[src/ray_circle_nearest_hit_assert.svh]
// ----------------------------------------------------------------------------
// ray_circle_nearest_hit_assert.svh
// Assertion helpers used by the back part of the ray/circle hit search.
// ----------------------------------------------------------------------------
`ifndef RAY_CIRCLE_NEAREST_HIT_ASSERT_SVH
`define RAY_CIRCLE_NEAREST_HIT_ASSERT_SVH

// Same-cycle implication, sampled on clk_i, off while rst_ni is low.
`define RCNH_IMPLY(lbl, ante, cons, msg) \
  lbl: assert property (@(posedge clk_i) disable iff (!rst_ni) (ante) |-> (cons)) \
    else $error(msg);

// Next-cycle implication, sampled on clk_i, off while rst_ni is low.
`define RCNH_IMPLY_NEXT(lbl, ante, cons, msg) \
  lbl: assert property (@(posedge clk_i) disable iff (!rst_ni) (ante) |=> (cons)) \
    else $error(msg);

`endif

[src/rcnh_pkg.sv]
`timescale 1ns / 1ps
// ----------------------------------------------------------------------------
// rcnh_pkg
// Types and constants of the ray/circle nearest hit search.
// ----------------------------------------------------------------------------
package rcnh_pkg;

  localparam int unsigned COORD_W    = 32;
  localparam int unsigned DIR_W      = 16;
  localparam int unsigned LEN_W      = 31;
  localparam int unsigned REL_W      = COORD_W + 1;
  localparam int unsigned PROD_W     = REL_W + DIR_W;
  localparam int unsigned SUM_W      = PROD_W + 1;
  localparam int unsigned FRAC_SHIFT = 14;
  localparam int unsigned INDEX_W    = 10;
  localparam int unsigned NEAR_W     = 32;

  localparam int unsigned APB_ADDR_W = 5;
  localparam int unsigned APB_DATA_W = 32;

  localparam int unsigned QUEUE_DEPTH = 4;
  localparam int unsigned QPTR_W      = 2;
  localparam int unsigned QCNT_W      = 3;

  // Register index, taken from paddr[4:2]
  typedef enum logic [2:0] {
    REG_ORIGIN_X     = 3'd0,
    REG_ORIGIN_Y     = 3'd1,
    REG_DIR_X        = 3'd2,
    REG_DIR_Y        = 3'd3,
    REG_MAX_DISTANCE = 3'd4
  } rcnh_reg_e;

  // Ray setup handed to the front and back parts
  typedef struct packed {
    logic signed [COORD_W-1:0] origin_x;
    logic signed [COORD_W-1:0] origin_y;
    logic signed [DIR_W-1:0]   dir_x;
    logic signed [DIR_W-1:0]   dir_y;
    logic [LEN_W-1:0]          max_distance;
  } rcnh_cfg_t;

  // Classified target as held in the queue (scan position travels beside it)
  typedef struct packed {
    logic signed [REL_W-1:0] rel_x;
    logic signed [REL_W-1:0] rel_y;
    logic [LEN_W-1:0]        radius;
    logic                    eligible;
    logic                    last;
  } rcnh_geom_t;

  localparam int unsigned GEOM_W = $bits(rcnh_geom_t);

endpackage

[src/rcnh_cfg_regs.sv]
`timescale 1ns / 1ps
// ----------------------------------------------------------------------------
// rcnh_cfg_regs
// APB register file holding the ray origin, direction and length limit.
// ----------------------------------------------------------------------------
module rcnh_cfg_regs (
  input  logic                            clk_i,
  input  logic                            rst_ni,
  input  logic                            psel,
  input  logic                            penable,
  input  logic                            pwrite,
  input  logic [rcnh_pkg::APB_ADDR_W-1:0] paddr,
  input  logic [rcnh_pkg::APB_DATA_W-1:0] pwdata,
  output logic [rcnh_pkg::APB_DATA_W-1:0] prdata,
  output logic                            pready,
  output rcnh_pkg::rcnh_cfg_t             cfg_o
);
  import rcnh_pkg::*;

  logic signed [COORD_W-1:0] origin_x_q, origin_y_q;
  logic signed [DIR_W-1:0]   dir_x_q, dir_y_q;
  logic [LEN_W-1:0]          max_distance_q;
  logic [2:0]                reg_idx;
  logic                      wr_en;

  assign reg_idx = paddr[4:2];
  assign pready  = 1'b1;
  assign wr_en   = psel && penable && pwrite;

  // Write on the access cycle
  always_ff @(posedge clk_i or negedge rst_ni) begin
    if (!rst_ni) begin
      origin_x_q     <= '0;
      origin_y_q     <= '0;
      dir_x_q        <= '0;
      dir_y_q        <= '0;
      max_distance_q <= '0;
    end else if (wr_en) begin
      case (reg_idx)
        REG_ORIGIN_X:     origin_x_q     <= pwdata;
        REG_ORIGIN_Y:     origin_y_q     <= pwdata;
        REG_DIR_X:        dir_x_q        <= pwdata[DIR_W-1:0];
        REG_DIR_Y:        dir_y_q        <= pwdata[DIR_W-1:0];
        REG_MAX_DISTANCE: max_distance_q <= pwdata[LEN_W-1:0];
        default: ;
      endcase
    end
  end

  // Read back the stored bits
  always_comb begin
    case (reg_idx)
      REG_ORIGIN_X:     prdata = origin_x_q;
      REG_ORIGIN_Y:     prdata = origin_y_q;
      REG_DIR_X:        prdata = {{(APB_DATA_W-DIR_W){1'b0}}, dir_x_q};
      REG_DIR_Y:        prdata = {{(APB_DATA_W-DIR_W){1'b0}}, dir_y_q};
      REG_MAX_DISTANCE: prdata = {{(APB_DATA_W-LEN_W){1'b0}}, max_distance_q};
      default:          prdata = '0;
    endcase
  end

  assign cfg_o.origin_x     = origin_x_q;
  assign cfg_o.origin_y     = origin_y_q;
  assign cfg_o.dir_x        = dir_x_q;
  assign cfg_o.dir_y        = dir_y_q;
  assign cfg_o.max_distance = max_distance_q;

endmodule

[config.mk]
export PLATFORM = sky130hd
export DESIGN_NAME = rcnh_cfg_regs
export DESIGN_NICKNAME = d
export VERILOG_FILES = /design/src/ray_circle_nearest_hit_assert.svh /design/src/rcnh_pkg.sv /design/src/rcnh_cfg_regs.sv
export SDC_FILE = /design/constraint.sdc
export NUM_CORES = 1
export LEC_CHECK = 0
export BUFFER_PORTS_ARGS = -buffer_cell sky130_fd_sc_hd__buf_2
export CAP_MARGIN = 20
export CORE_MARGIN = 5
export CORE_UTILIZATION = 54
export CTS_CLUSTER_DIAMETER = 60
export DETAILED_ROUTE_END_ITERATION = 8
export PLACE_DENSITY = 0.88
export SLEW_MARGIN = 15
export SYNTH_ARGS = -nofsm -noshare
export SYNTH_HDL_FRONTEND = slang
export SYNTH_SLANG_ARGS = --single-unit
[constraint.sdc]
create_clock -name clk_i -period 2.1 [get_ports clk_i]
set_input_delay 0.21 -clock clk_i [delete_from_list [all_inputs] [get_ports clk_i]]
set_output_delay 0.21 -clock clk_i [all_outputs]
set_load 0.01 [all_outputs]
## Word-level counts from Yosys, hierarchy flattened

Cells that the tools add are included.

| word-level totals | value |
|---|---|
| word-level logic and storage cells | 18 |
| register bits | 127 |
| output and inout port bits | 160 |
| bits of input ports | 42 |

| operators by class | value |
|---|---|
| muxes and demuxes | 1 |
| eq/ne operators | 4 |
| reductions and logical operators | 8 |

Operator list:

| cell | number |
|---|---|
| one-hot mux 32 bit (5 select lines) | 1 |
| AND reduction 2 bit | 5 |
| == test 3 x 2 -> 1 bit, second input constant | 2 |
| == test 3 x 1 -> 1 bit, second input constant | 1 |
| == test 3 bit, second input constant | 1 |
| logical NOT 3 bit | 1 |
| logical AND 1 bit | 2 |

## Longest topological paths before layout

| logic depth | value |
|---|---|
| word-level depth | 3 |
| depth in mapped cells | 5 |

## Worst setup path after synthesis

OpenSTA, ideal clock, no wires.

| path | value |
|---|---|
| path kind | input to output |
| from | in paddr[2] (netlist name) |
| to | out prdata[0] (netlist name) |
| data arrival time | 1.246 ns |
| path slack | 0.644 ns |
| required time | 1.890 ns |
| cell stages on the path | 5 |
| path through | buf_2 buf_2 mux2_2 a32oi_1 o21ai_0 |

| between the ends | value |
|---|---|
| cells in the longest elaborated chain, start to end | 2 |
| elaborated cells between the ends (all ways) | 6 |
| those cells by class | eq/ne: 4; mux: 1; reduce/logical: 1 |

RTL lines:

| item | RTL line | text |
|---|---|---|
| start, declared | rcnh_cfg_regs.sv:12 | `input logic [rcnh_pkg::APB_ADDR_W-1:0] paddr,` |
| == test 3 bit, or another cell as far along | rcnh_cfg_regs.sv:52 | `case (reg_idx)` |
| one-hot mux 32 bit (5 select lines) * | rcnh_cfg_regs.sv:52 |  |
| end, declared | rcnh_cfg_regs.sv:14 | `output logic [rcnh_pkg::APB_DATA_W-1:0] prdata,` |

Every way passes the cells marked *; elsewhere a longest branch is shown, timed or not.

## Final worst setup path

| path | value |
|---|---|
| from | in paddr[4] (netlist name) |
| to | out prdata[14] (netlist name) |

The elaborated chain is that of the path after synthesis.

==> results.py <==
metrics = {
    "logic_synthesis": {
        "synth_common_cells": "dfrtp_1 (127), mux2_2 (125), nand2_1 (32)",
        "synth_cell_types": 30,
        "syn-cell-area_um2": 5920,
        "post-synth-top-count-cell": "dfrtp_1",
        "synth_warnings": 0,
        "synth_area_leader_cell": "dfrtp_1",
        "yosysSeqAreaShare_pct": 53.7,
        "synth_nets": 469,
        "ys_async_sr_fraction_pct": 100,
        "yosys.area.top_type_share_pct": 53.7,
        "synth_edf_count": 0,
        "synth_ff_type": "dfrtp_1",
        "avgSynthCellArea_um2": 13.9,
        "synth_seq_cells": 127,
        "synth_area_leaders": "dfrtp_1 (54%), mux2_2 (24%), mux2_4 (7.6%)",
        "synth_cells": 427,
    },
    "timing": {
        "post-route-period-util_pct": 91.2,
        "tightestPinTransition_ps": 812,
        "finClkSkew_ps": 0,
        "period_minus_slack_ps": 1920,
        "fmax_mhz": 522,
        "finalSetupTns_ps": 0,
        "slew_viol_final": 0,
        "fin_ws_ps": 184,
        "slew_headroom_pct": 45.7,
        "rsz0062_at_grt": "false",
        "report.final.hold_viol_count": 0,
        "setup_viol": 0,
    },
    "clock_network": {
        "cts_tree": "done",
        "cts.clk_slew.worst_paths_ps": 60,
        "clk_path_buf_depth": 2,
        "clk_latency_ps": 520,
        "cts_setup_buffers": 0,
        "htreeDepth": 4,
        "cts_num_sinks": 127,
        "cts_buffers": 17,
        "root_buffer": "clkbuf_8",
    },
    "power": {
        "p_per_area_nw_per_um2": 1020,
        "p_leak_nw": 4.13,
        "peakVddDrop_v": 0.000523,
    },
    "route": {
        "drc_errors": 0,
        "wl_mm": 18.3,
        "wl_per_cell_um": 22.3,
        "avgViaCountPerCell": 5.92,
        "postRouteAntennaNets": 0,
        "first_pass_iters": 4,
        "num_vias": 4868,
        "drt-initial-drc-count": 393,
    },
    "critical_path": {
        "reg2reg_depth": 1,
        "crit_path_end_kind": "output port",
        "worstSetupPathType": "in2out",
        "cp_data_arrival_time_ps": 1710,
        "worstSetupStartpointType": "input port",
        "critPathMostFrequentCell": "buf_2",
        "critical_path.cell_chain": "buf_2, nor2_1, buf_4, a32oi_1, o21ai_0, buf_2",
        "cpMaxStageDelayCell": "nor2_1",
        "r2r_slack_ps": 1280,
        "r2r-start": "origin_y_q[5]$_DFFE_PN0P_",
        "r2r_end": "origin_y_q[5]$_DFFE_PN0P_",
        "worstPathMaxFanout": 9,
        "cp_slowest_stage_delay_ps": 620,
        "required_ps": 1890,
    },
    "global_route": {
        "first_global_vias": 5285,
        "grt.total_usage_pct": 28.3,
        "grt_pass1_wl_mm": 28.5,
        "antenna_found_initial": 1,
        "grt_max_degree": 62,
        "grt_overflow": 0,
    },
    "die": {
        "fp.dieW_um": 115,
        "placementRows": 38,
        "core_um2": 10800,
        "die_height_um": 115,
        "io-pin-count": 202,
        "start_util_pct": 54.8,
        "dieArea_um2": 13200,
    },
    "worst_hold_path": {
        "min_path_type": "in2async",
    },
    "job": {
        "drv_cap": 0,
    },
    "cells_and_area": {
        "final_util_pct": 74.5,
        "nets": 711,
        "area_delta_synth_final_pct": 35.9,
        "drive_gt1_share_pct": 60.2,
    },
    "placed_design": {
        "dp_slack_ps": 236,
        "dpl.hpwl_mm": 12.2,
        "place_congestion": 0.815,
        "portBuffers": 198,
    },
    "run_status": {
        "status": "finished, final reports clean",
    },
}
==> report_power, final <==
part	switching, W	total [W]	internal [W]
clock network	0.00102	0.00288	0.00186
logic	0.000952	0.00198	0.00103
registers	0.000410	0.00334	0.00293
total	0.00239	0.00820	0.00582
==> final cells by class <==
cell class	instances	area, um2
Fill cell	690	2750
Inverter	1	3.75
Antenna cell	1	2.50
Clock buffer	24	460
Timing Repair Buffer	255	1540
Tap cell	140	175
Sequential cell	127	3180
Multi-Input combinational cell	267	2570
Clock inverter	7	110
==> layer usage <==
layer  vias to the layer above  wire, um  track usage, %
li1                       2053         -               -
met5                         -         0               0
met2                       291      9470            46.7
met4                         0       711            15.4
met3                        78      1330            6.92
met1                      2446      6830            34.1
==> metrics by stage <==
stage	cells	cell area [um2]	hold slack, ps	power (W)
detailed placement	757	7140	208	0.00529
floorplan	427	5920	-85.6	0.00432
finish	822	8040	195	0.00820
global route	822	8040	243	0.00855
global placement	757	7140	196	0.00516
CTS	821	8040	197	0.00821
==> state kept, by name, indices dropped and copies added (netlist names) <==
register	count
dir_y_q	16
origin_x_q	32
origin_y_q	32
max_distance_q	31
dir_x_q	16
==> worst max-delay path, delay by kind of cell <==
kind,cells,cell delay [ps]
buffers and inverters,3,630
AND/OR/NAND/NOR,1,620
AO/OA/AOI/OAI,2,230
==> worst max path at each step <==
stage                       startpoint  slack [ps]         end
3_3_place_gp                  paddr[4]         270   prdata[3]
3_5_place_dp                  paddr[4]         240   prdata[3]
2_1_floorplan                 paddr[2]         640   prdata[0]
4_1_cts        dir_y_q[12]$_DFFE_PN0P_         210  prdata[12]
5_1_grt                       paddr[4]         120   prdata[1]
6_report                      paddr[4]         180  prdata[14]
==> timing repair <==
action | CTS | global route
gates resized for setup | 0 | 0
hold endpoints to repair | 159 | 0
hold buffers | 33 | 0
==> cell families (layout without fill, tap and decap cells) <==
kind of cell    Yosys count  count (layout)  synth area share, %
compound gates           63              63                 7.04
buf+inv                  33             287                 3.13
flops                   127             127                 53.7
mux                     159             159                 32.1
other cells               1               2               0.0634
simple gates             44              44                 3.91
==> cells in the final DEF, fill, tap and decap left out, types with 2 or more instances in the layout <==
cell type	instances
mux2_4	30
nor3b_4	2
buf_12	3
a22oi_1	15
mux2_2	125
dlygate4sd3_1	33
o21ai_0	13
clkbuf_8	3
buf_2	197
buf_4	22
clkbuf_16	16
bufinv_16	3
a21oi_1	15
nand2_1	32
o21ai_1	3
a32oi_1	16
dfrtp_1	127
clkbuf_1	5
clkinv_2	4
mux2_1	3
Power figures use the tool's default switching activity.
