==> src/ray_circle_nearest_hit_assert.svh <==
// ----------------------------------------------------------------------------
// ray_circle_nearest_hit_assert.svh
// Assertion helpers used by the back part of the ray/circle hit search.
// ----------------------------------------------------------------------------
`ifndef RAY_CIRCLE_NEAREST_HIT_ASSERT_SVH
`define RAY_CIRCLE_NEAREST_HIT_ASSERT_SVH

// Same-cycle implication, sampled on clk_i, off while rst_ni is low.
`define RCNH_IMPLY(lbl, ante, cons, msg) \
  lbl: assert property (@(posedge clk_i) disable iff (!rst_ni) (ante) |-> (cons)) \
    else $error(msg);

// Next-cycle implication, sampled on clk_i, off while rst_ni is low.
`define RCNH_IMPLY_NEXT(lbl, ante, cons, msg) \
  lbl: assert property (@(posedge clk_i) disable iff (!rst_ni) (ante) |=> (cons)) \
    else $error(msg);

`endif

==> src/rcnh_pkg.sv <==
`timescale 1ns / 1ps
// ----------------------------------------------------------------------------
// rcnh_pkg
// Types and constants of the ray/circle nearest hit search.
// ----------------------------------------------------------------------------
package rcnh_pkg;

  localparam int unsigned COORD_W    = 32;
  localparam int unsigned DIR_W      = 16;
  localparam int unsigned LEN_W      = 31;
  localparam int unsigned REL_W      = COORD_W + 1;
  localparam int unsigned PROD_W     = REL_W + DIR_W;
  localparam int unsigned SUM_W      = PROD_W + 1;
  localparam int unsigned FRAC_SHIFT = 14;
  localparam int unsigned INDEX_W    = 10;
  localparam int unsigned NEAR_W     = 32;

  localparam int unsigned APB_ADDR_W = 5;
  localparam int unsigned APB_DATA_W = 32;

  localparam int unsigned QUEUE_DEPTH = 4;
  localparam int unsigned QPTR_W      = 2;
  localparam int unsigned QCNT_W      = 3;

  // Register index, taken from paddr[4:2]
  typedef enum logic [2:0] {
    REG_ORIGIN_X     = 3'd0,
    REG_ORIGIN_Y     = 3'd1,
    REG_DIR_X        = 3'd2,
    REG_DIR_Y        = 3'd3,
    REG_MAX_DISTANCE = 3'd4
  } rcnh_reg_e;

  // Ray setup handed to the front and back parts
  typedef struct packed {
    logic signed [COORD_W-1:0] origin_x;
    logic signed [COORD_W-1:0] origin_y;
    logic signed [DIR_W-1:0]   dir_x;
    logic signed [DIR_W-1:0]   dir_y;
    logic [LEN_W-1:0]          max_distance;
  } rcnh_cfg_t;

  // Classified target as held in the queue (scan position travels beside it)
  typedef struct packed {
    logic signed [REL_W-1:0] rel_x;
    logic signed [REL_W-1:0] rel_y;
    logic [LEN_W-1:0]        radius;
    logic                    eligible;
    logic                    last;
  } rcnh_geom_t;

  localparam int unsigned GEOM_W = $bits(rcnh_geom_t);

endpackage

==> src/rcnh_queue.sv <==
`timescale 1ns / 1ps
// ----------------------------------------------------------------------------
// rcnh_queue
// Short FIFO decoupling the classifying front from the geometry back part.
// ----------------------------------------------------------------------------
module rcnh_queue #(
  parameter int unsigned WIDTH = 8
) (
  input  logic             clk_i,
  input  logic             rst_ni,
  input  logic             push_i,
  input  logic [WIDTH-1:0] data_i,
  output logic             full_o,
  input  logic             pop_i,
  output logic             valid_o,
  output logic [WIDTH-1:0] data_o
);
  import rcnh_pkg::*;

  logic [WIDTH-1:0]  mem_q [QUEUE_DEPTH];
  logic [QPTR_W-1:0] wr_ptr_q, rd_ptr_q;
  logic [QCNT_W-1:0] count_q;
  logic              do_push, do_pop;

  assign full_o  = count_q == QCNT_W'(QUEUE_DEPTH);
  assign valid_o = count_q != '0;
  assign data_o  = mem_q[rd_ptr_q];
  assign do_push = push_i && !full_o;
  assign do_pop  = pop_i && valid_o;

  // Store the pushed word
  always_ff @(posedge clk_i) begin
    if (do_push) begin
      mem_q[wr_ptr_q] <= data_i;
    end
  end

  // Move pointers and fill count
  always_ff @(posedge clk_i or negedge rst_ni) begin
    if (!rst_ni) begin
      wr_ptr_q <= '0;
      rd_ptr_q <= '0;
      count_q  <= '0;
    end else begin
      if (do_push) wr_ptr_q <= wr_ptr_q + QPTR_W'(1);
      if (do_pop)  rd_ptr_q <= rd_ptr_q + QPTR_W'(1);
      case ({do_push, do_pop})
        2'b10:   count_q <= count_q + QCNT_W'(1);
        2'b01:   count_q <= count_q - QCNT_W'(1);
        default: count_q <= count_q;
      endcase
    end
  end

endmodule

==> config.mk <==
export PLATFORM = sky130hd
export DESIGN_NAME = rcnh_queue
export DESIGN_NICKNAME = d
export VERILOG_FILES = /design/src/ray_circle_nearest_hit_assert.svh /design/src/rcnh_pkg.sv /design/src/rcnh_queue.sv
export SDC_FILE = /design/constraint.sdc
export NUM_CORES = 1
export LEC_CHECK = 0
export ABC_AREA = 0
export BUFFER_PORTS_ARGS = -buffer_cell sky130_fd_sc_hd__buf_2
export CORE_ASPECT_RATIO = 0.9
export CORE_UTILIZATION = 55
export DETAILED_ROUTE_END_ITERATION = 8
export PLACE_DENSITY = 0.78
export RECOVER_POWER = 100
export SLEW_MARGIN = 30
export SYNTH_ARGS = -nofsm -noshare
export SYNTH_HDL_FRONTEND = slang
export SYNTH_SLANG_ARGS = --single-unit
==> constraint.sdc <==
create_clock -name clk_i -period 2.5 [get_ports clk_i]
set_clock_uncertainty 0.15 [all_clocks]
set_input_delay 0.5 -clock clk_i [delete_from_list [all_inputs] [get_ports clk_i]]
set_output_delay 0.5 -clock clk_i [all_outputs]
set_load 0.005 [all_outputs]
# After elaboration in Yosys (flattened, before gate mapping)
# Memories as Yosys holds them, arrays and structs flattened.
# Cells that the tools add are included.
[totals] register_bits=7 latch_bits=0 mem_bits_rw=32 rom_bits=0 in_bits=12 out_inout_bits=10 wordCells=19 n_memories=1
[classes] n_addsub=4 multipliers=0 n_div=0 n_lt_le_gt_ge=0 eq_ne=3 shifts=0 mux=3 n_bitwise=0 reduce_logical=5
[mem_list] memory="mem_q" depth=4 word_bits=8 read_ports=1 rd_clocked_by_memory_dff=0 wr=1 line="rcnh_queue.sv:20" source="logic [WIDTH-1:0] mem_q [QUEUE_DEPTH];"
[op_table] operator="$pmux W3 S2" count=1
[op_table] operator="$add A2 B1 Y2 const B" count=2
[op_table] operator="$add A3 B1 Y3 const B" count=1
[op_table] operator="$eq A3 B3 Y1 const B" count=1
[op_table] operator="$reduce_bool A3 Y1" count=1
[op_table] operator="$sub A3 B1 Y3 const B" count=1
[op_table] operator="$eq A2 B1 Y1 const B" count=1
[op_table] operator="$eq A2 B2 Y1 const B" count=1
[op_table] operator="$logic_and A1 B1 Y1" count=2
[op_table] operator="$mux W1" count=2
[op_table] operator="$reduce_bool A2 Y1" count=1
[op_table] operator="$logic_not A1 Y1" count=1

# Longest topological paths before layout
# Gate-level depths: netlist of run 1.
[depth] depth_word=5 ltp_mapped=9 depth_no_buf=9

# Worst setup path before layout of run 1
# No wires, ideal clock.
[synth_timing] path_type="register to register" start="register count_q[0]" end="register count_q[2]" setup_time_ps=79 arrival_time_ps=1788 required_ps=2271 slack_ps=483 path_stages_with_launch=10 n_path_buf=0 period_less_slack_ps=2017 path_cell_list="dfrtp_1 -> nor3b_4 -> nor2b_4 -> inv_1 -> ha_1 -> inv_1 -> fa_1 -> xor2_1 -> nor2_1 -> xor2_1"
[synth_between] elab_chain_cells=5 word_cells_on_any_way=11 classes_between="add/sub: 2; eq/ne: 3; mux: 1; reduce/logical: 5"
[synth_lines] item="start, declared" line="rcnh_queue.sv:22" source="logic [QCNT_W-1:0] count_q;"
[synth_lines] item="start signal, assigned" line="rcnh_queue.sv:48" source="2'b10: count_q <= count_q + QCNT_W'(1);"
[synth_lines] item="start signal, assigned" line="rcnh_queue.sv:49" source="2'b01: count_q <= count_q - QCNT_W'(1);"
[synth_lines] item="start signal, assigned" line="rcnh_queue.sv:50" source="default: count_q <= count_q;"
[synth_lines] item="$eq A3 B3 Y1 (*)" line="rcnh_queue.sv:25" source="assign full_o = count_q == QCNT_W'(QUEUE_DEPTH);"
[synth_lines] item="via full_o" line="rcnh_queue.sv:13" source="output logic full_o,"
[synth_lines] item="$logic_not A1 Y1 (*)" line="rcnh_queue.sv:28" source="assign do_push = push_i && !full_o;"
[synth_lines] item="$logic_and A1 B1 Y1 (*)" line="rcnh_queue.sv:28"
[synth_lines] item="$eq A2 B1 Y1 / $eq A2 B2 Y1 (equally long branches)" line="rcnh_queue.sv:47" source="case ({do_push, do_pop})"
[synth_lines] item="$pmux W3 S2 / $reduce_bool A2 Y1 (equally long branches)"
# Mark *: on every way through the listed nets, which the timed path passes. The rest lies on a longest branch.
# A chain may end at the register's enable or synchronous reset.

# Final worst setup path of run 1
[layout_timing] start="register rd_ptr_q[0]" end="output port data_o[6]"
[layout_between] elab_chain_cells=1
[layout_lines] item="start, declared" line="rcnh_queue.sv:21" source="logic [QPTR_W-1:0] wr_ptr_q, rd_ptr_q;"
[layout_lines] item="start signal, assigned" line="rcnh_queue.sv:46" source="if (do_pop) rd_ptr_q <= rd_ptr_q + QPTR_W'(1);"
[layout_lines] item="$mem_v2 Z4 W8"
[layout_lines] item="end, declared" line="rcnh_queue.sv:16" source="output logic [WIDTH-1:0] data_o"
# No other way between the ends.

==> run summary, run 1 <==
Setup repair after global routing left no endpoint under its margin. The post-CTS repair timing setup buffer count came out at 0. The number of H-tree levels is 2. The pin count of the biggest net entering global routing came out at 13.

By startpoint and endpoint, the worst setup path is classified as reg2out. The average detailed-routed wire length per instance is 15.6 um. The synthesized area came out at 1600 um^2. The yosys synthesis warning count came out at 0. The synthesized net count came out at 97. The number of design rule violations left after detail routing is 0. Of all nets on the critical path, the largest fanout is 6.

The maximum number of buffers from clock root to sink is 2. The clock sink count is 39. The number of cells traversed by the worst hold path is 1.

The total setup violations reported at the end of the flow is 0. The routed layout has 751 vias. The global routing stage identified its most utilized layer as met2. The kind of end point of the critical path is an output port.

The area growth from synthesis to final layout is 11.8%. The number of diodes is 0. The final antenna-violating net count is 0. Dividing the final minimum period by the clock period gives 0.939. The fraction of layout instances using a drive strength above 1 is 0.269. The number of hold violations in the final report came out at 0.

The port buffer count came out at 21. The slew of the pin with the lowest slew margin is 681 ps. The clock transition time at the flip-flop clock pins of the worst setup and hold paths is 110 ps. The number of flip-flops and latches in the synthesized netlist came out at 39.

The total number of placement rows came out at 18. The final wirelength is 2320 um. The number of gates resized after CTS was 0. For this run, global-route usage on met2 was measured as 0.301.

The per-instance average area after synthesis is 20.2 um^2. The run finished with clean final reports. The via count of the first global-routing pass came out at 770. The width of the chip came out at 58.8 um. The CTS tree is done. The clock period minus final worst setup slack came out at 2350 ps. The final layout contains 125 nets. The clock insertion delay at the later pin of the skew report came out at 330 ps. The congestion estimate from routability-driven global placement came to 0.702.

The die covers 3120 um^2. 22 I/O pins were placed. The first detailed-routing pass took 4 iterations. The first global-routing pass estimated 3660 um of wire. Hold timing on the final database bottoms out at a slack of 271 ps.

The slowest stage of the critical path belongs to the cell mux4_2. The share of the Yosys chip area taken by registers is 0.712. The setup TNS after final layout came out at 0 ps. The areal power density over the cells came out at 1070 nW/um^2. The data arrival time at the worst-slack endpoint came out at 1700 ps. The endpoint required time on the critical path is 1850 ps. For this configuration, the core starts out at a cell density of 0.581. The fmax is 426 MHz. VDD sags by at most 0.606 mV. The met3 track demand over resource in global routing is 0.0538. The cell area after placement came out at 1750 um^2. Counting every instance in the synthesized netlist gives 79. The y dimension of the die is 53.1 um. The design draws 1.91 mW. The initial antenna violation count is 0.

In this run, distinct cell masters in the synthesized netlist total 19. The detailed placer's ending HPWL came out at 1680 um. The global-route met1 utilization came out at 0.205.

The number of cells traversed by the worst register-to-register path came out at 9. The worst hold path belongs to the class in2reg. The per-cell via count in the routed design came out at 5.07. The reported max-cap violation count is 0. The tree is rooted in a clkbuf_4. The utilization after layout is 0.649. The critical path goes through buf_4 -> mux4_2 -> buf_2.

The design area is 1780 um^2. The leakage power summed over all cells came out at 0.649 nW. On the worst path, the slowest cell contributes a delay of 510 ps. The startpoint type of the worst setup path is a register. The number of CTS-inserted buffers came out at 5.

The all-layer global routing usage is 0.177. The relative slew slack came out at 0.546. The total count of max-transition violations in the final report came out at 0.

The area of the placeable core came out at 2750 um^2. The DRC marker count from the first detailed-route iteration is 7. The final global-route overflow total came out at 0.
-- timing repair --
item / in CTS / in global routing
hold buffers: 1 / 0
hold endpoints to repair: 7 / 0
setup endpoints to repair: 0 / 0
-- where the power goes --
| part | total [mW] | switching [mW] | internal, mW |
|---|---|---|---|
| Combinational | 0.621 | 0.277 | 0.344 |
| Sequential | 1.01 | 0.123 | 0.882 |
| Clock | 0.287 | 0.182 | 0.106 |
| Total | 1.91 | 0.582 | 1.33 |
-- per-stage QoR --
| step | std cells | worst slack, ps |
|---|---|---|
| final | 148 | 153 |
| after global routing | 148 | 50.5 |
| after CTS | 148 | 122 |
| after detailed placement | 139 | 388 |
| after global placement | 139 | 473 |
| after floorplan | 79 | 483 |
-- layer usage --
metal | wire (um) | share of wire | vias up
met1 | 1030 | 0.44 | 379
met3 | 76 | 0.033 | 4
met4 | 19 | 0.0082 | 0
li1 | - | - | 353
met5 | 0 | 0 | -
met2 | 1190 | 0.52 | 15
-- final cells by class --
| type | count | area, um^2 |
|---|---|---|
| Sequential cell | 39 | 1140 |
| Tap cell | 40 | 50.0 |
| Fill cell | 210 | 965 |
| Timing Repair Buffer | 23 | 109 |
| Inverter | 6 | 22.5 |
| Clock inverter | 2 | 8.76 |
| Multi-Input combinational cell | 32 | 415 |
| Clock buffer | 6 | 41.3 |
-- cell usage after synthesis --
cell | number | area (um^2)
inv_1 | 6 | 22.5
o31a_2 | 1 | 10.0
clkbuf_1 | 1 | 3.75
mux4_2 | 8 | 180
mux2i_1 | 1 | 10.0
buf_2 | 1 | 5.00
xnor2_1 | 3 | 26.3
and2_2 | 4 | 30.0
dfrtp_1 | 7 | 175
mux2_4 | 1 | 15.0
xor2_1 | 3 | 26.3
nand2_1 | 1 | 3.75
fa_1 | 1 | 20.0
nor3b_4 | 1 | 18.8
or3_2 | 1 | 7.51
ha_1 | 5 | 62.6
edfxtp_1 | 32 | 961
nor2b_4 | 1 | 13.8
nor2_1 | 1 | 3.75
-- placed cells by master, fill, tap and decap left out, drive strengths merged --
master	instances
clkbuf	18
dlygate4sd3	1
nor2	1
or3	1
mux4	8
nor2b	1
clkinv	2
inv	6
o31a	1
mux2i	1
xnor2	3
nor3b	1
edfxtp	32
ha	5
and2	4
buf	10
dfrtp	7
xor2	3
mux2	1
fa	1
nand2	1
-- logic make-up (layout without fill, tap and decap cells) --
| family | Yosys count | in the layout | synth area share |
|---|---|---|---|
| compound gates | 1 | 1 | 0.00627 |
| xor+xnor | 6 | 6 | 0.0329 |
| fa+ha+maj | 6 | 6 | 0.0518 |
| buf+inv | 8 | 37 | 0.0196 |
| flops | 39 | 39 | 0.712 |
| mux | 10 | 10 | 0.129 |
| simple gates | 9 | 9 | 0.0486 |
-- state kept, by name (all words and copies together) (netlist names) --
name,cells
mem_q,32
wr_ptr_q,2
rd_ptr_q,2
count_q,3
-- worst paths after layout --
kind / start / to / slack [ps]
max in group asynchronous: rst_ni / rd_ptr_q[0] / 1480
min: data_i[5] / mem_q[0][5] / 270
max reg2reg: count_q[2] / count_q[2] / 310
max: rd_ptr_q[0] / data_o[6] / 150
min in group asynchronous: rst_ni / count_q[0] / 440
min reg2reg: count_q[2] / count_q[2] / 390
-- worst max-delay path, delay by kind of cell (launching register included) --
kind | cells | cell delay [ps]
muxes | 1 | 510
DFF | 1 | 490
buffers and inverters | 2 | 370
Power figures use the tool's default switching activity.
==> run 2: changes to the inputs <==
--- a/config.mk
+++ b/config.mk
@@ -6,11 +6,11 @@
 export NUM_CORES = 1
 export LEC_CHECK = 0
 export ABC_AREA = 0
-export BUFFER_PORTS_ARGS = -buffer_cell sky130_fd_sc_hd__buf_2
 export CORE_ASPECT_RATIO = 0.9
 export CORE_UTILIZATION = 55
 export DETAILED_ROUTE_END_ITERATION = 8
-export PLACE_DENSITY = 0.78
+export DONT_BUFFER_PORTS = 1
+export PLACE_DENSITY = 0.71
 export RECOVER_POWER = 100
 export SLEW_MARGIN = 30
 export SYNTH_ARGS = -nofsm -noshare
==> run summary, run 2 (synthesis gave the netlist of run 1 again) <==
The average detailed-routed wire length per instance is 17.1 um (was 15.6 um). Most used cells in the layout excluding fill and tap cells: edfxtp_1, mux4_2, dfrtp_1, inv_1 (was edfxtp_1, clkbuf_1, buf_2, mux4_2, dfrtp_1). The data arrival time at the worst-slack endpoint came out at 1620 ps (was 1700 ps).

The number of diodes is 0 (unchanged). The register with the most flip-flops is mem_q (unchanged). The delay of the slowest cell on the worst path is 530 ps (was 510 ps). The flip-flop count of the largest register after layout came to 32 (unchanged). The post-placement setup slack is 369 ps (was 388 ps). The per-cell via count in the routed design was 5.30 (was 5.07). The non-filler instance count after layout is 127 (was 148). Ordered list of cells on the worst path: buf_4 -> mux4_2 (was buf_4 -> mux4_2 -> buf_2). The final global-route overflow total is 0 (unchanged). RSZ-0062 raised after global routing: no (unchanged).

The via count of the first global-routing pass came out at 696 (was 770). The area of the placeable core is 2750 um^2 (unchanged). The endpoint required time on the critical path came out at 1850 ps (about the same). The share of the clock period used by the worst path is 0.906 (was 0.939).

The number of H-tree levels is 2 (unchanged). The kind of end point of the critical path is an output port (unchanged). The fraction of layout instances using a drive strength above 1 is 0.218 (was 0.269).

The all-layer global routing usage came out at 0.171 (was 0.177). The final wirelength is 2180 um (was 2320 um). The maximum number of buffers from clock root to sink is 2 (unchanged). The number of gates given a new drive strength after cts is 0 (unchanged).

The pin count of the biggest net entering global routing is 12 (was 13). The library cell used as clock root buffer is clkbuf_4 (unchanged). The slew of the pin with the lowest slew margin is 661 ps (was 681 ps). The setup TNS after final layout came out at 0 ps (unchanged).

The y dimension of the die came out at 53.1 um (unchanged). The DRC marker count from the first detailed-route iteration came out at 16 (was 7). The net total in the final layout came to 104 (was 125). The utilization after layout came to 0.616 (was 0.649). The least setup slack across all paths after layout is 235 ps (was 153 ps). The area growth from synthesis to final layout is 6.04% (was 11.8%). The total setup violations reported at the end of the flow was 0 (unchanged). The most common cell after layout, fill and taps aside is edfxtp_1 (unchanged). The reported max-cap violation count came out at 0 (unchanged). The leakage power summed over all cells is 0.597 nW (was 0.649 nW). The number of hold violations in the final report came out at 0 (unchanged). The relative slew slack is 0.559 (was 0.546). Registers with the highest flip-flop counts: mem_q (32), count_q (3) (unchanged). The clock period minus final worst setup slack is 2270 ps (was 2350 ps). The wire length of the first global-routing pass is 3510 um (was 3660 um).

The routability congestion estimate is 0.759 (was 0.702). The clock insertion delay at the later pin of the skew report is 320 ps (was 330 ps). The areal power density over the cells is 1090 nW/um^2 (was 1070 nW/um^2).

The top-level I/O count came out at 22 (unchanged). The length of the first detailed-routing pass in iterations came out at 4 (unchanged). The width of the chip came to 58.8 um (unchanged). The fmax is 441 MHz (was 426 MHz). The port buffer count came out at 0 (was 21). The area of combinational cells with multiple inputs came to 415 um^2 (unchanged).

The classification of the worst setup path is reg2out (unchanged). The final antenna-violating net count was 0 (unchanged). The vias after detailed routing was 673 (was 751). The total count of max-transition violations in the final report is 0 (unchanged).

The combined flip-flop and latch cell area is 1140 um^2 (unchanged). The highest fanout seen on the critical path came to 6 (unchanged). The startpoint type of the worst setup path was a register (unchanged).

The effective utilization at floorplan came out at 0.581 (unchanged). Run status: finished, final reports clean (unchanged). The initial antenna violation count came to 0 (unchanged).

The clock sink count came to 39 (unchanged). The cell with the largest stage delay on the worst path is mux4_2 (unchanged). The number of cells in the design after placement is 118 (was 139). The peak supply drop is 0.542 mV (was 0.606 mV). The CTS tree is done (unchanged). The area of the die came to 3120 um^2 (unchanged).

The clock transition time at the flip-flop clock pins of the worst setup and hold paths is 100 ps (was 110 ps). The class of the most critical hold timing path was in2reg (unchanged). The number of filler cells placed in the layout is 222 (was 210).

The number of CTS-inserted buffers is 5 (unchanged). The total number of placement rows came out at 18 (unchanged). The number of design rule violations left after detail routing came to 0 (unchanged).
[run 2: cell count changes in the layout (fill, tap and decap cells not counted), sizes merged]
cell    before  now
clkbuf      18    7
buf         10    1
clkinv       2    1
[run 2: layout make-up]
cell class,instances,share of cell area
tap,40,0.0296
clock buffer,7,0.0266
clock inverter,1,0.00296
inverter,6,0.0133
multi-input combinational,32,0.246
timing repair buffer,2,0.0104
sequential,39,0.672
[run 2: critical path: cells and delay by family, from the launching register on]
kind / cells / cell delay (ps)
buffers and inverters: 1 / 230
DFF: 1 / 520
muxes: 1 / 530
[run 2: per-stage QoR]
step	instance area, um^2	power [mW]	hold WS (ps)
floorplan	1600	1.45	54.4
global placement	1640	1.56	54.6
detailed placement	1640	1.58	54.6
CTS	1700	1.88	90.1
global route	1690	1.97	72.2
finish	1690	1.84	112
[run 2: per-layer routing]
metal  GRT usage  vias to the layer above  share of wire  wire length (um)
met5           0                        -              0                 0
met4      0.0833                        0         0.0087                19
met3      0.0587                        2          0.051               112
met2       0.250                       17           0.48              1040
met1       0.229                      344           0.46              1010
li1            -                      310              -                 -
[run 2: repair_timing]
action / in CTS / in global routing
setup endpoints to repair: 0 / 0
hold endpoints to repair: 7 / 0
setup buffers: 0 / 0
hold buffers: 1 / 0
[run 2: final timing paths]
check / from / depth (start not counted) / slack [ps] / end
min in group asynchronous: rst_ni / 1 / 360 / rd_ptr_q[0]
max reg2reg: count_q[2] / 9 / 290 / count_q[2]
min reg2reg: count_q[2] / 1 / 380 / count_q[2]
max in group asynchronous: rst_ni / 1 / 1580 / rd_ptr_q[1]
max: rd_ptr_q[0] / 2 / 230 / data_o[7]
min: data_i[4] / 0 / 110 / mem_q[1][4]
[run 2: report_power, final]
part / internal [mW] / switching [mW]
Combinational: 0.285 / 0.257
Sequential: 0.882 / 0.124
Clock: 0.110 / 0.179
Total: 1.28 / 0.560
