## config.mk

```make
export PLATFORM = sky130hd
export DESIGN_NAME = rcnh_front_flat
export DESIGN_NICKNAME = d
export VERILOG_FILES = /design/src/ray_circle_nearest_hit_assert.svh /design/src/rcnh_pkg.sv /design/src/rcnh_target_if.sv /design/src/rcnh_front.sv /design/src/flat_wrapper.sv
export SDC_FILE = /design/constraint.sdc
export NUM_CORES = 1
export LEC_CHECK = 0
export BUFFER_PORTS_ARGS = -buffer_cell sky130_fd_sc_hd__buf_2
export CORE_AREA = 5 5 129 131
export DETAILED_ROUTE_END_ITERATION = 12
export DIE_AREA = 0 0 134 136
export PLACE_DENSITY_LB_ADDON = 0.08
export SLEW_MARGIN = 20
export SYNTH_ARGS = -nofsm -noshare
export SYNTH_HDL_FRONTEND = slang
export SYNTH_SLANG_ARGS = --single-unit
```

## constraint.sdc

```tcl
create_clock -name clk_i -period 4.8 [get_ports clk_i]
set_input_delay 0.96 -clock clk_i [delete_from_list [all_inputs] [get_ports clk_i]]
set_output_delay 0.96 -clock clk_i [all_outputs]
set_load 0.03 [all_outputs]
```

## src/ray_circle_nearest_hit_assert.svh

```systemverilog
// ----------------------------------------------------------------------------
// ray_circle_nearest_hit_assert.svh
// Assertion helpers used by the back part of the ray/circle hit search.
// ----------------------------------------------------------------------------
`ifndef RAY_CIRCLE_NEAREST_HIT_ASSERT_SVH
`define RAY_CIRCLE_NEAREST_HIT_ASSERT_SVH

// Same-cycle implication, sampled on clk_i, off while rst_ni is low.
`define RCNH_IMPLY(lbl, ante, cons, msg) \
  lbl: assert property (@(posedge clk_i) disable iff (!rst_ni) (ante) |-> (cons)) \
    else $error(msg);

// Next-cycle implication, sampled on clk_i, off while rst_ni is low.
`define RCNH_IMPLY_NEXT(lbl, ante, cons, msg) \
  lbl: assert property (@(posedge clk_i) disable iff (!rst_ni) (ante) |=> (cons)) \
    else $error(msg);

`endif

```

## src/rcnh_pkg.sv

```systemverilog
`timescale 1ns / 1ps
// ----------------------------------------------------------------------------
// rcnh_pkg
// Types and constants of the ray/circle nearest hit search.
// ----------------------------------------------------------------------------
package rcnh_pkg;

  localparam int unsigned COORD_W    = 32;
  localparam int unsigned DIR_W      = 16;
  localparam int unsigned LEN_W      = 31;
  localparam int unsigned REL_W      = COORD_W + 1;
  localparam int unsigned PROD_W     = REL_W + DIR_W;
  localparam int unsigned SUM_W      = PROD_W + 1;
  localparam int unsigned FRAC_SHIFT = 14;
  localparam int unsigned INDEX_W    = 10;
  localparam int unsigned NEAR_W     = 32;

  localparam int unsigned APB_ADDR_W = 5;
  localparam int unsigned APB_DATA_W = 32;

  localparam int unsigned QUEUE_DEPTH = 4;
  localparam int unsigned QPTR_W      = 2;
  localparam int unsigned QCNT_W      = 3;

  // Register index, taken from paddr[4:2]
  typedef enum logic [2:0] {
    REG_ORIGIN_X     = 3'd0,
    REG_ORIGIN_Y     = 3'd1,
    REG_DIR_X        = 3'd2,
    REG_DIR_Y        = 3'd3,
    REG_MAX_DISTANCE = 3'd4
  } rcnh_reg_e;

  // Ray setup handed to the front and back parts
  typedef struct packed {
    logic signed [COORD_W-1:0] origin_x;
    logic signed [COORD_W-1:0] origin_y;
    logic signed [DIR_W-1:0]   dir_x;
    logic signed [DIR_W-1:0]   dir_y;
    logic [LEN_W-1:0]          max_distance;
  } rcnh_cfg_t;

  // Classified target as held in the queue (scan position travels beside it)
  typedef struct packed {
    logic signed [REL_W-1:0] rel_x;
    logic signed [REL_W-1:0] rel_y;
    logic [LEN_W-1:0]        radius;
    logic                    eligible;
    logic                    last;
  } rcnh_geom_t;

  localparam int unsigned GEOM_W = $bits(rcnh_geom_t);

endpackage

```

## src/rcnh_target_if.sv

```systemverilog
`timescale 1ns / 1ps
// ----------------------------------------------------------------------------
// rcnh_target_if
// Valid/ready channel carrying one circular target word.
// ----------------------------------------------------------------------------
interface rcnh_target_if;
  logic                                 valid;
  logic                                 ready;
  logic signed [rcnh_pkg::COORD_W-1:0]  target_x;
  logic signed [rcnh_pkg::COORD_W-1:0]  target_y;
  logic [rcnh_pkg::LEN_W-1:0]           target_radius;
  logic                                 target_active;
  logic                                 last_target;

  modport source (
    output valid, target_x, target_y, target_radius, target_active, last_target,
    input  ready
  );
  modport sink (
    input  valid, target_x, target_y, target_radius, target_active, last_target,
    output ready
  );
endinterface

```

## src/rcnh_front.sv

```systemverilog
`timescale 1ns / 1ps
// ----------------------------------------------------------------------------
// rcnh_front
// Accepts target words, numbers them and classifies them for the back part.
// ----------------------------------------------------------------------------
module rcnh_front #(
  parameter int unsigned MAX_TARGETS = 1024,
  parameter int unsigned IDX_W       = 10,
  parameter int unsigned CNT_W       = 11
) (
  input  logic                  clk_i,
  input  logic                  rst_ni,
  input  rcnh_pkg::rcnh_cfg_t   cfg_i,
  rcnh_target_if.sink           target_i,
  input  logic                  q_full_i,
  output logic                  q_push_o,
  output rcnh_pkg::rcnh_geom_t  q_geom_o,
  output logic [IDX_W-1:0]      q_pos_o
);
  import rcnh_pkg::*;

  logic [CNT_W-1:0] cnt_q, cnt_d;
  logic             in_window;
  logic             ray_ok;
  logic             accept;

  assign target_i.ready = !q_full_i;
  assign accept         = target_i.valid && !q_full_i;
  assign q_push_o       = accept;

  assign in_window = cnt_q < CNT_W'(MAX_TARGETS);
  assign ray_ok    = ((cfg_i.dir_x != '0) || (cfg_i.dir_y != '0))
                     && (cfg_i.max_distance != '0);

  // Offset from ray origin, exact in one extra bit
  assign q_geom_o.rel_x    = REL_W'(target_i.target_x) - REL_W'(cfg_i.origin_x);
  assign q_geom_o.rel_y    = REL_W'(target_i.target_y) - REL_W'(cfg_i.origin_y);
  assign q_geom_o.radius   = target_i.target_radius;
  assign q_geom_o.eligible = in_window && target_i.target_active
                             && (target_i.target_radius != '0) && ray_ok;
  assign q_geom_o.last     = target_i.last_target;
  assign q_pos_o           = cnt_q[IDX_W-1:0];

  // Advance position, saturate at the list limit, restart after the last word
  always_comb begin
    cnt_d = cnt_q;
    if (accept) begin
      if (target_i.last_target) begin
        cnt_d = '0;
      end else if (in_window) begin
        cnt_d = cnt_q + CNT_W'(1);
      end
    end
  end

  always_ff @(posedge clk_i or negedge rst_ni) begin
    if (!rst_ni) begin
      cnt_q <= '0;
    end else begin
      cnt_q <= cnt_d;
    end
  end

endmodule

```

## src/flat_wrapper.sv

```systemverilog
// flat-port wrapper written by rule: the top's interface ports become plain ports
module rcnh_front_flat import rcnh_pkg::*;
#(
  parameter int unsigned MAX_TARGETS = 1024,
  parameter int unsigned IDX_W       = 10,
  parameter int unsigned CNT_W       = 11
)
  (clk_i, rst_ni, cfg_i, q_full_i, q_push_o, q_geom_o, q_pos_o, target_i_valid, target_i_target_x, target_i_target_y, target_i_target_radius, target_i_target_active, target_i_last_target, target_i_ready);
  rcnh_target_if target_i_i ();
  input  logic clk_i;
  input  logic rst_ni;
  input  rcnh_pkg::rcnh_cfg_t cfg_i;
  input  logic q_full_i;
  output logic q_push_o;
  output rcnh_pkg::rcnh_geom_t q_geom_o;
  output logic [IDX_W-1:0] q_pos_o;
  input wire logic [$bits(target_i_i.valid)-1:0] target_i_valid;
  input wire logic [$bits(target_i_i.target_x)-1:0] target_i_target_x;
  input wire logic [$bits(target_i_i.target_y)-1:0] target_i_target_y;
  input wire logic [$bits(target_i_i.target_radius)-1:0] target_i_target_radius;
  input wire logic [$bits(target_i_i.target_active)-1:0] target_i_target_active;
  input wire logic [$bits(target_i_i.last_target)-1:0] target_i_last_target;
  output wire logic [$bits(target_i_i.ready)-1:0] target_i_ready;
  assign target_i_i.valid = target_i_valid;
  assign target_i_i.target_x = target_i_target_x;
  assign target_i_i.target_y = target_i_target_y;
  assign target_i_i.target_radius = target_i_target_radius;
  assign target_i_i.target_active = target_i_target_active;
  assign target_i_i.last_target = target_i_last_target;
  assign target_i_ready = target_i_i.ready;
  rcnh_front #(.MAX_TARGETS(MAX_TARGETS), .IDX_W(IDX_W), .CNT_W(CNT_W)) u_core (.clk_i(clk_i), .rst_ni(rst_ni), .cfg_i(cfg_i), .target_i(target_i_i), .q_full_i(q_full_i), .q_push_o(q_push_o), .q_geom_o(q_geom_o), .q_pos_o(q_pos_o));
endmodule
```

Word-level counts from Yosys, hierarchy flattened
Cells that the tools add are included.
W data, S select, Z words.

storage, ports and cells
  register bits after elaboration = 11
  input bits = 228
  output and inout bits = 111
  word-level logic and storage cells = 20

operators by class
  add/subtract/negate cells = 3
  order comparisons = 1
  multiplexer cells = 2
  reductions and logical operators = 13

operators by type and width
  kind                     count
  $sub A32 B32 Y33         2
  $reduce_bool A31 Y1      2
  $reduce_bool A16 Y1      2
  $mux W11                 2
  $add A11 B1 Y11 const B  1
  $lt A11 B11 Y1 const B   1
  $logic_and A1 B1 Y1      5
  $reduce_and A2 Y1        1
  $reduce_bool A2 Y1       1
  $logic_not A1 Y1         1
  $logic_or A1 B1 Y1       1

Longest topological paths before layout
Gate-level depths: netlist (run 1).

  word-level depth = 4
  mapped depth = 11
  gate-level depth less buffers = 11

Worst setup path after synthesis (run 1)
Ideal clock, no wire load.

  path type = input-to-output
  start = input port target_i_target_x[0]
  end = output port q_geom_o[92] (netlist name)
  arrival time = 3318 ps
  required time = 3840 ps
  slack = 522 ps
  stages on the path = 11
  buffers on the path = 0
  cell sequence = inv_1 ha_1 fa_1 nor2b_1 o2111ai_1 a21boi_0 o21ai_2 o21ai_2 a31oi_2 o21ai_1 xor2_1

RTL lines
  what                line                text
  start: declaration  flat_wrapper.sv:18  input wire logic [$bits(target_i_i.target_x)-1:0] target_i_target_x;
  end: declaration    flat_wrapper.sv:15  output rcnh_pkg::rcnh_geom_t q_geom_o;

==> run metrics, run 1 <==
die footprint=18200 µm²; sw frac=55.3%; Tot GR Track Use=16.9%; Comb pwr share=80.6%; Synth async-reset ratio=100%; worst min path class=register to register; worst path arrival time=3.54 ns; Critical Path End Type=output pin; core area=15500 µm²; total of warnings raised by yosys=0; post-place setup slack=0.274 ns; DRT Pass-1 Iters=5; clock root buffer=clkbuf_16; crit path max-delay cell type=fa_1; EDFF count, synth=0; first-pass GRT wire length=26000 µm; Startpoint Class=input pin; Peak supply drop=0.000149 V; final setup violation count=0; Synth top area share=17.0%; die span in y=136 µm; Cells after Synth=682; pwr/cell area=213 nW/µm²; Synthesized Nets=977; Clock Sinks=11; Port Buf Inserts=338; Worst-Skew Late Latency=0.24 ns; Synth cell types=64; Post-synth top cells=inv_1 (85), ha_1 (65), a21oi_1 (58); WP data required=3.84 ns; via/cell ratio=4.87; clock skew=0.00400 ns; Clock power frac=11.3%; Lkg Pwr=3.58 nW; chip width=134 µm; WL per Instance=15.0 µm; Final Cycle Share=93.8%; most frequent CP cell=buf_2; vias in the first global route=5223; TritonCTS Buffers=3; CP max stage delay=0.41 ns; Final nets=1259; share of cells above drive strength 1=37.4%; Min Hold Slack=0.572 ns; crit path setup slack, layout=0.298 ns; GR Overflow Total=0; Biggest register=u_core.cnt_q; worst-case clock buffer depth=2; Diodes inserted=0; Main synth FF type=dfrtp_1; Power, Total=1.36 mW; Rel. slew slack=60.8%; clock-pin transition on the worst setup and hold timing paths=0.04 ns; antenna violations before repair=1; area grow syn2layout=33.6%; # hold bufs at CTS=0; largest net degree at the start of global routing=14; sequential fraction of the synthesis area=5.75%; CTS tree=yes; fin. max-slew vios=0; Antenna Nets Post-Route=0; run status=finished clean; CP Class=input pin to output pin; H-tree Lvls=1; post-layout min period=4.50 ns; CTS-repair resized insts=0; synth top area cells=ha_1 (17%), xnor2_1 (8.4%), inv_1 (6.7%), buf_4 (6.6%), a21oi_1 (6.1%); number of I/O pins=339; Slew @ Worst Pin=0.583 ns; CP cell instances=buf_2, inv_1, ha_1, fa_1, nor2b_1, o2111ai_1, a21boi_0, o21a_1, o31ai_2, a21boi_2, nor4_1, a311o_1, buf_2; share of power burned in registers=8.1%; Initial Util=30.9%; detailed placement HPWL=15400 µm; setup TNS=0 ns; Switch Pwr=0.752 mW; Core Rows=46; Remaining DRCs=0; mapped cell area=4780 µm²; Seq cells post-synth=11; MaxCap Viol Count=0; final WL=17400 µm; syn avg cell area=7.02 µm²; 1st-iter DRT viols=208; RSZ-0062 raised after global routing=false; fin util=41.3%; Yosys top cell by area=ha_1; Top Family by Delay on Critical Path=compound AO/OA/AOI/OAI gates; max reg flops=11; fmax=222 MHz; biggest regs=u_core.cnt_q x11; Int Pwr=0.608 mW; post-CTS setup buffer count=0; placer congestion estimate=0.845; WP buf/inv=3; Final Hold Fails=0; vias=5630; worst-path maximum fanout=4; top-count cell post-synth=inv_1
-- power groups by stage --
| stage | registers [mW] | clock network [mW] | logic, mW |
|---|---|---|---|
| 3_5_place_dp | 0.111 | 0 | 1.10 |
| 2_1_floorplan | 0.109 | 0 | 0.789 |
| 3_3_place_gp | 0.111 | 0 | 1.11 |
| 6_report | 0.110 | 0.154 | 1.10 |
| 4_1_cts | 0.110 | 0.155 | 1.10 |
| 5_1_grt | 0.111 | 0.163 | 1.19 |
-- through the flow --
| step | instance area, µm² | instances |
|---|---|---|
| after floorplan | 4780 | 682 |
| after global routing | 6390 | 1155 |
| after global placement | 6310 | 1151 |
| final | 6390 | 1155 |
| after CTS | 6390 | 1155 |
| after detailed placement | 6310 | 1151 |
-- final timing paths --
kind	startpoint	endpoint	slack [ns]	cells past startpoint
hold reg to reg	u_core.cnt_q[1]	u_core.cnt_q[1]	0.57	2
hold / removal	u_core.cnt_q[1]	u_core.cnt_q[1]	0.57	2
setup reg to reg	u_core.cnt_q[10]	u_core.cnt_q[7]	3.15	6
setup / recovery	target_i_target_x[0]	q_geom_o[96]	0.30	13
max in group asynchronous	rst_ni	u_core.cnt_q[4]	3.98	1
min in group asynchronous	rst_ni	u_core.cnt_q[9]	0.60	1
-- final cells by class --
| type | count | area, µm² |
|---|---|---|
| Clock buffer | 4 | 78.8 |
| Fill cell | 1682 | 9090 |
| Inverter | 86 | 323 |
| Multi-Input combinational cell | 522 | 3770 |
| Sequential cell | 11 | 275 |
| Tap cell | 192 | 240 |
| Timing Repair Buffer | 340 | 1710 |
-- cells by family after synthesis --
| family | share of synthesized area, % |
|---|---|
| flip-flops | 5.75 |
| buffers and inverters | 15.5 |
| AND/OR/NAND/NOR | 19.3 |
| multiplexers | 0.209 |
| XOR/XNOR | 11.2 |
| AO/OA/AOI/OAI | 30.3 |
| adder cells (fa/ha/maj) | 17.8 |
-- cells in the final DEF, fill, tap and decap left out, drive strengths merged, types with 13 or more instances in the layout --
master,count
a21o,30
a21oi,61
a31oi,19
buf,340
ha,65
inv,85
nand2,36
nand3,15
nand4,13
nor2,38
nor3,15
nor4,25
o21ai,27
xnor2,46
xor2,15
-- layer usage --
layer | global-route usage, % | vias up | wire, µm
li1 | - | 2973 | -
met4 | 1.14 | 2 | 95
met5 | 0 | - | 7
met3 | 2.41 | 8 | 1210
met1 | 24.9 | 2460 | 8290
met2 | 27.2 | 187 | 7760
-- worst reg2reg max path: cells and delay by family, from the launching register on --
family / cells / cell delay [ns]
compound gates: 2 / 0.21
xor+xnor: 1 / 0.17
buf+inv: 1 / 0.09
flops: 1 / 0.47
simple gates: 2 / 0.64
Power figures use the tool's default switching activity.
==> run 2: changes to the inputs <==
==> constraint.sdc (replaced) <==
create_clock -name clk_i -period 4.8 [get_ports clk_i]
set_input_delay 0.96 -clock clk_i [delete_from_list [all_inputs] [get_ports clk_i]]
set_output_delay 0.96 -clock clk_i [all_outputs]
set_load 0.1 [all_outputs]
==> run metrics, run 2 (synthesis gave the netlist of run 1 again) <==
Diodes inserted=0 (unchanged); core area=15500 µm² (unchanged); Clock Sinks=11 (unchanged); clock skew=0.00359 ns (-0.000416 ns); DRT Pass-1 Iters=4 (-1); vias in the first global route=5390 (+3.2%); Placed Cells=1153 (+0.17%); max reg flops=11 (unchanged); worst path arrival time=3.64 ns (+0.10 ns); worst-path maximum fanout=3 (-1); WP data required=3.84 ns (about the same); Remaining DRCs=0 (unchanged); antenna violations before repair=1 (unchanged); fin. max-slew vios=0 (unchanged); Startpoint Class=input pin; Critical Path End Type=output pin; clock root buffer=clkbuf_16; Slew @ Worst Pin=0.530 ns (-0.0526 ns); die span in y=136 µm (unchanged); vias=5652 (+0.39%); MaxCap Viol Count=0 (unchanged); Rel. slew slack=64.4% (+3.5 points); # hold bufs at CTS=0 (unchanged); Placed Area=6860 µm² (+8.7%); Final Hold Fails=0 (unchanged); worst min path class=register to register; Initial Util=30.9% (unchanged); chip width=134 µm (unchanged); CP Class=input pin to output pin; TritonCTS Buffers=3 (unchanged); final setup violation count=0 (unchanged); hold path depth=1 (-1); Biggest register=u_core.cnt_q; R2R depth=6 (unchanged); fmax=217 MHz (-2.1%); pwr/cell area=337 nW/µm² (+58%); post-layout min period=4.60 ns (+0.0968 ns); most frequent cells in the layout=buf_2 (315), inv_1 (85), ha_1 (65), a21oi_1 (58), nor2_1 (38); RSZ-0062 raised after global routing=false; GR Overflow Total=0 (unchanged); setup TNS=0 ns (unchanged); largest net degree at the start of global routing=14 (unchanged); placer congestion estimate=0.820 (-2.9%); biggest regs=u_core.cnt_q x11; Worst-Skew Late Latency=0.24 ns (about the same); Final Non-Filler Cells=1157 (+0.17%); run status=finished clean; Antenna Nets Post-Route=0 (unchanged); clock-pin transition on the worst setup and hold timing paths=0.04 ns (about the same); Peak supply drop=0.000238 V (+59%); commonest non-fill, non-tap cell in the layout=buf_2; WL per Instance=15.5 µm (+3.0%); first-pass GRT wire length=27000 µm (+4.1%); Port Buf Inserts=338 (unchanged); number of I/O pins=339 (unchanged); CTS tree=yes; area grow syn2layout=45.2%; H-tree Lvls=1 (unchanged); Tot GR Track Use=17.8% (+0.90 points); fin util=44.9% (+3.6 points); Design Area, Final=6950 µm² (+8.7%); Core Rows=46 (unchanged); via/cell ratio=4.89 (+0.22%); die footprint=18200 µm² (unchanged); Final Cycle Share=95.8% (+2.0 points); Final nets=1261 (+0.16%); 1st-iter DRT viols=264 (+27%); final WL=17900 µm (+3.2%); post-CTS setup buffer count=0 (unchanged); worst-case clock buffer depth=2 (unchanged); share of cells above drive strength 1=40.4% (+3.0 points); Lkg Pwr=3.83 nW (+7.0%); detailed placement HPWL=16000 µm (+3.9%)
-- run 2: final cells by class --
class	count	area [µm²]
Multi-Input combinational cell	522	3980
Tap cell	192	240
Timing Repair Buffer	342	2050
Clock buffer	4	78.8
Inverter	86	323
Fill cell	1660	8530
Sequential cell	11	275
-- run 2: metal layers --
layer / up-vias / track usage (%) / wire, µm
met2: 172 / 29.6 / 8370
met4: 2 / 1.26 / 95
met5: - / 0 / 20
met1: 2495 / 24.6 / 8160
met3: 8 / 3.96 / 1280
li1: 2975 / - / -
-- run 2: path summary, 6_finish.rpt --
check                                     startpoint         endpoint  slack [ns]
worst max-delay path            target_i_target_y[0]     q_geom_o[65]        0.20
worst min-delay path                 u_core.cnt_q[8]  u_core.cnt_q[8]        0.57
worst max register to register       u_core.cnt_q[1]  u_core.cnt_q[6]        3.20
worst min register to register       u_core.cnt_q[8]  u_core.cnt_q[8]        0.57
max in group asynchronous                     rst_ni  u_core.cnt_q[1]        3.99
min in group asynchronous                     rst_ni  u_core.cnt_q[3]        0.59
-- run 2: critical path, stage by stage --
cell       delay [ns]
buf_2            0.07
inv_1            0.03
ha_1             0.20
fa_1             0.41
nor2b_1          0.21
o31ai_2          0.12
a211oi_2         0.27
o2111ai_1        0.16
and3_1           0.22
o21a_1           0.26
o21a_1           0.22
o31a_1           0.28
buf_4            0.23
-- run 2: where the power goes --
part           switching [mW]  internal, mW  leakage (nW)
logic                    1.53         0.550          3.65
clock network          0.0392         0.111        0.0382
registers              0.0103         0.100         0.145
-- run 2: through the flow --
| step | setup WS, ns | total power [mW] | hold slack, ns |
|---|---|---|---|
| 6_report | 0.201 | 2.34 | 0.574 |
| 5_1_grt | 0.0156 | 2.45 | 0.609 |
| 4_1_cts | 0.127 | 2.35 | 0.576 |
| 3_5_place_dp | 0.135 | 2.19 | 0.569 |
| 3_3_place_gp | 0.149 | 2.20 | 0.563 |
| 2_1_floorplan | -0.00699 | 1.72 | 0.518 |
-- run 2: repair_timing --
action	4_1_cts	5_1_grt
hold endpoints to repair	0	0
gates resized for setup	0	3
setup endpoints to repair	0	1
==> run 3: changes to the inputs <==
--- a/config.mk
+++ b/config.mk
@@ -10,6 +10,7 @@
 export DETAILED_ROUTE_END_ITERATION = 12
 export DIE_AREA = 0 0 134 136
 export PLACE_DENSITY_LB_ADDON = 0.08
+export RECOVER_POWER = 100
 export SLEW_MARGIN = 20
 export SYNTH_ARGS = -nofsm -noshare
 export SYNTH_HDL_FRONTEND = slang
==> run metrics, run 3 (synthesis gave the netlist of run 1 again) <==
final setup violation count=0 (unchanged); CTS tree=yes; commonest non-fill, non-tap cell in the layout=buf_2; Final nets=1261 (unchanged); Remaining DRCs=0 (unchanged); number of I/O pins=339 (unchanged); Lkg Pwr=3.56 nW (-7.1%); die span in y=136 µm (unchanged); worst-case clock buffer depth=2 (unchanged); RSZ-0062 raised after global routing=false; CP Class=input pin to output pin; Tot GR Track Use=17.8% (unchanged); setup TNS=0 ns (unchanged); chip width=134 µm (unchanged); post-place setup slack=0.135 ns (unchanged); fmax=215 MHz (-0.92%); max reg flops=11 (unchanged); final WL=17900 µm (about the same); R2R depth=6 (unchanged); Diodes inserted=0 (unchanged); DRT Pass-1 Iters=4 (unchanged); Biggest register=u_core.cnt_q; run status=finished clean; hold path depth=1 (unchanged); Core Rows=46 (unchanged); flop-to-flop setup slack=3.20 ns (about the same); 1st-iter DRT viols=223 (-16%); fin. max-slew vios=0 (unchanged); placer congestion estimate=0.820 (unchanged); die footprint=18200 µm² (unchanged); Peak supply drop=0.000241 V (+1.5%); worst path arrival time=3.68 ns (+0.04 ns); GR Overflow Total=0 (unchanged); Clock Sinks=11 (unchanged); via/cell ratio=4.91 (+0.44%); Placed Cells=1153 (unchanged); clock root buffer=clkbuf_16; clock-pin transition on the worst setup and hold timing paths=0.04 ns (about the same); H-tree Lvls=1 (unchanged); area grow syn2layout=40.0%; first-pass GRT wire length=27000 µm (unchanged); Final Hold Fails=0 (unchanged); WL per Instance=15.5 µm (about the same); Slew @ Worst Pin=1.23 ns (+0.703 ns); core area=15500 µm² (unchanged); TritonCTS Buffers=3 (unchanged); biggest regs=u_core.cnt_q x11; antenna violations before repair=1 (unchanged); clock skew=0.00318 ns (-0.000405 ns); worst min path class=register to register; Antenna Nets Post-Route=0 (unchanged); Power, Total=2.25 mW (-3.8%); most frequent cells in the layout=buf_2 (228), inv_1 (85), clkbuf_1 (72), ha_1 (65), a21oi_1 (59); largest net degree at the start of global routing=14 (unchanged); worst r2r dst=u_core.cnt_q[6]; MaxCap Viol Count=0 (unchanged); vias=5677 (+0.44%); detailed placement HPWL=16000 µm (unchanged); share of cells above drive strength 1=32.6% (-7.8 points); Hold Startpoint=u_core.cnt_q[8]; Critical Path End Type=output pin; Port Buf Inserts=338 (unchanged); Critical R2R Launch=u_core.cnt_q[0]; pwr/cell area=336 nW/µm² (-0.23%); Rel. slew slack=18.1% (-46 points); Final Cycle Share=96.7% (+0.89 points); Worst-Skew Late Latency=0.24 ns (about the same); worst-path maximum fanout=5 (+2); Initial Util=30.9% (unchanged); vias in the first global route=5390 (unchanged); Min-Delay Endpoint=u_core.cnt_q[8]; WP data required=3.84 ns (about the same); crit path setup slack, layout=0.158 ns (-0.0429 ns); Final Non-Filler Cells=1157 (unchanged); post-layout min period=4.64 ns (+0.0429 ns); Startpoint Class=input pin
[run 3: cell types whose count changed in the layout (fill, tap and decap cells not counted)]
cell / change
buf_6: +2
buf_12: -11
clkbuf_1: +71
o21ai_0: +1
buf_4: +1
a21oi_2: -1
clkbuf_2: +18
clkbuf_4: +6
o21ai_1: -1
xnor2_1: +3
buf_2: -87
a21oi_1: +1
xnor2_2: -3
[run 3: timing repair]
action                                  in CTS  in global routing
setup buffers                                0                  0
endpoints found under the hold margin        0                  0
hold buffers                                 0                  0
endpoints found under the setup margin       0                  1
gates resized for setup                      0                  3
[run 3: routing by layer]
metal	share of wire [%]	up-vias	wire length, µm	global-route usage (%)
li1	-	2973	-	-
met5	0.11	-	20	0
met3	7.2	4	1280	3.96
met4	0.15	2	27	1.26
met2	47	182	8480	29.6
met1	45	2516	8130	24.6
[run 3: through the flow]
stage	hold slack [ns]	instance area, µm²	util, %
after CTS	0.576	6940	44.8
final	0.573	6700	43.3
after detailed placement	0.569	6860	44.3
after floorplan	0.518	4990	-
after global routing	0.613	6700	43.3
after global placement	0.563	6860	44.3
[run 3: worst max-delay path, stage by stage]
cell      delay (ns)
buf_2           0.10
ha_1            0.36
a21oi_1         0.26
nand2_1         0.08
a21oi_1         0.26
nand3_1         0.18
a2111o_1        0.47
a31o_2          0.28
a21oi_2         0.15
xnor2_1         0.13
buf_2           0.46
[run 3: worst max-delay path by stage]
stage | start | cells past startpoint | to | slack (ns)
after floorplan | target_i_target_x[0] | 11 | q_geom_o[92] | -0.007
after global placement | target_i_target_y[0] | 13 | q_geom_o[65] | 0.15
final | target_i_target_y[9] | 11 | q_geom_o[62] | 0.16
after detailed placement | target_i_target_y[0] | 13 | q_geom_o[65] | 0.14
after global routing | target_i_target_y[0] | 13 | q_geom_o[63] | 0.009
after CTS | target_i_target_y[0] | 13 | q_geom_o[65] | 0.13
[run 3: final cells by class]
type,instances,area (µm²)
tap,192,240
clock buffer,4,78.8
sequential,11,275
inverter,86,323
fill,1724,8780
multi-input combinational,522,3950
timing repair buffer,342,1830
[run 3: power breakdown]
part	switching, mW	internal (mW)
combinational	1.52	0.471
sequential	0.0103	0.100
clock	0.0391	0.111
total	1.57	0.683
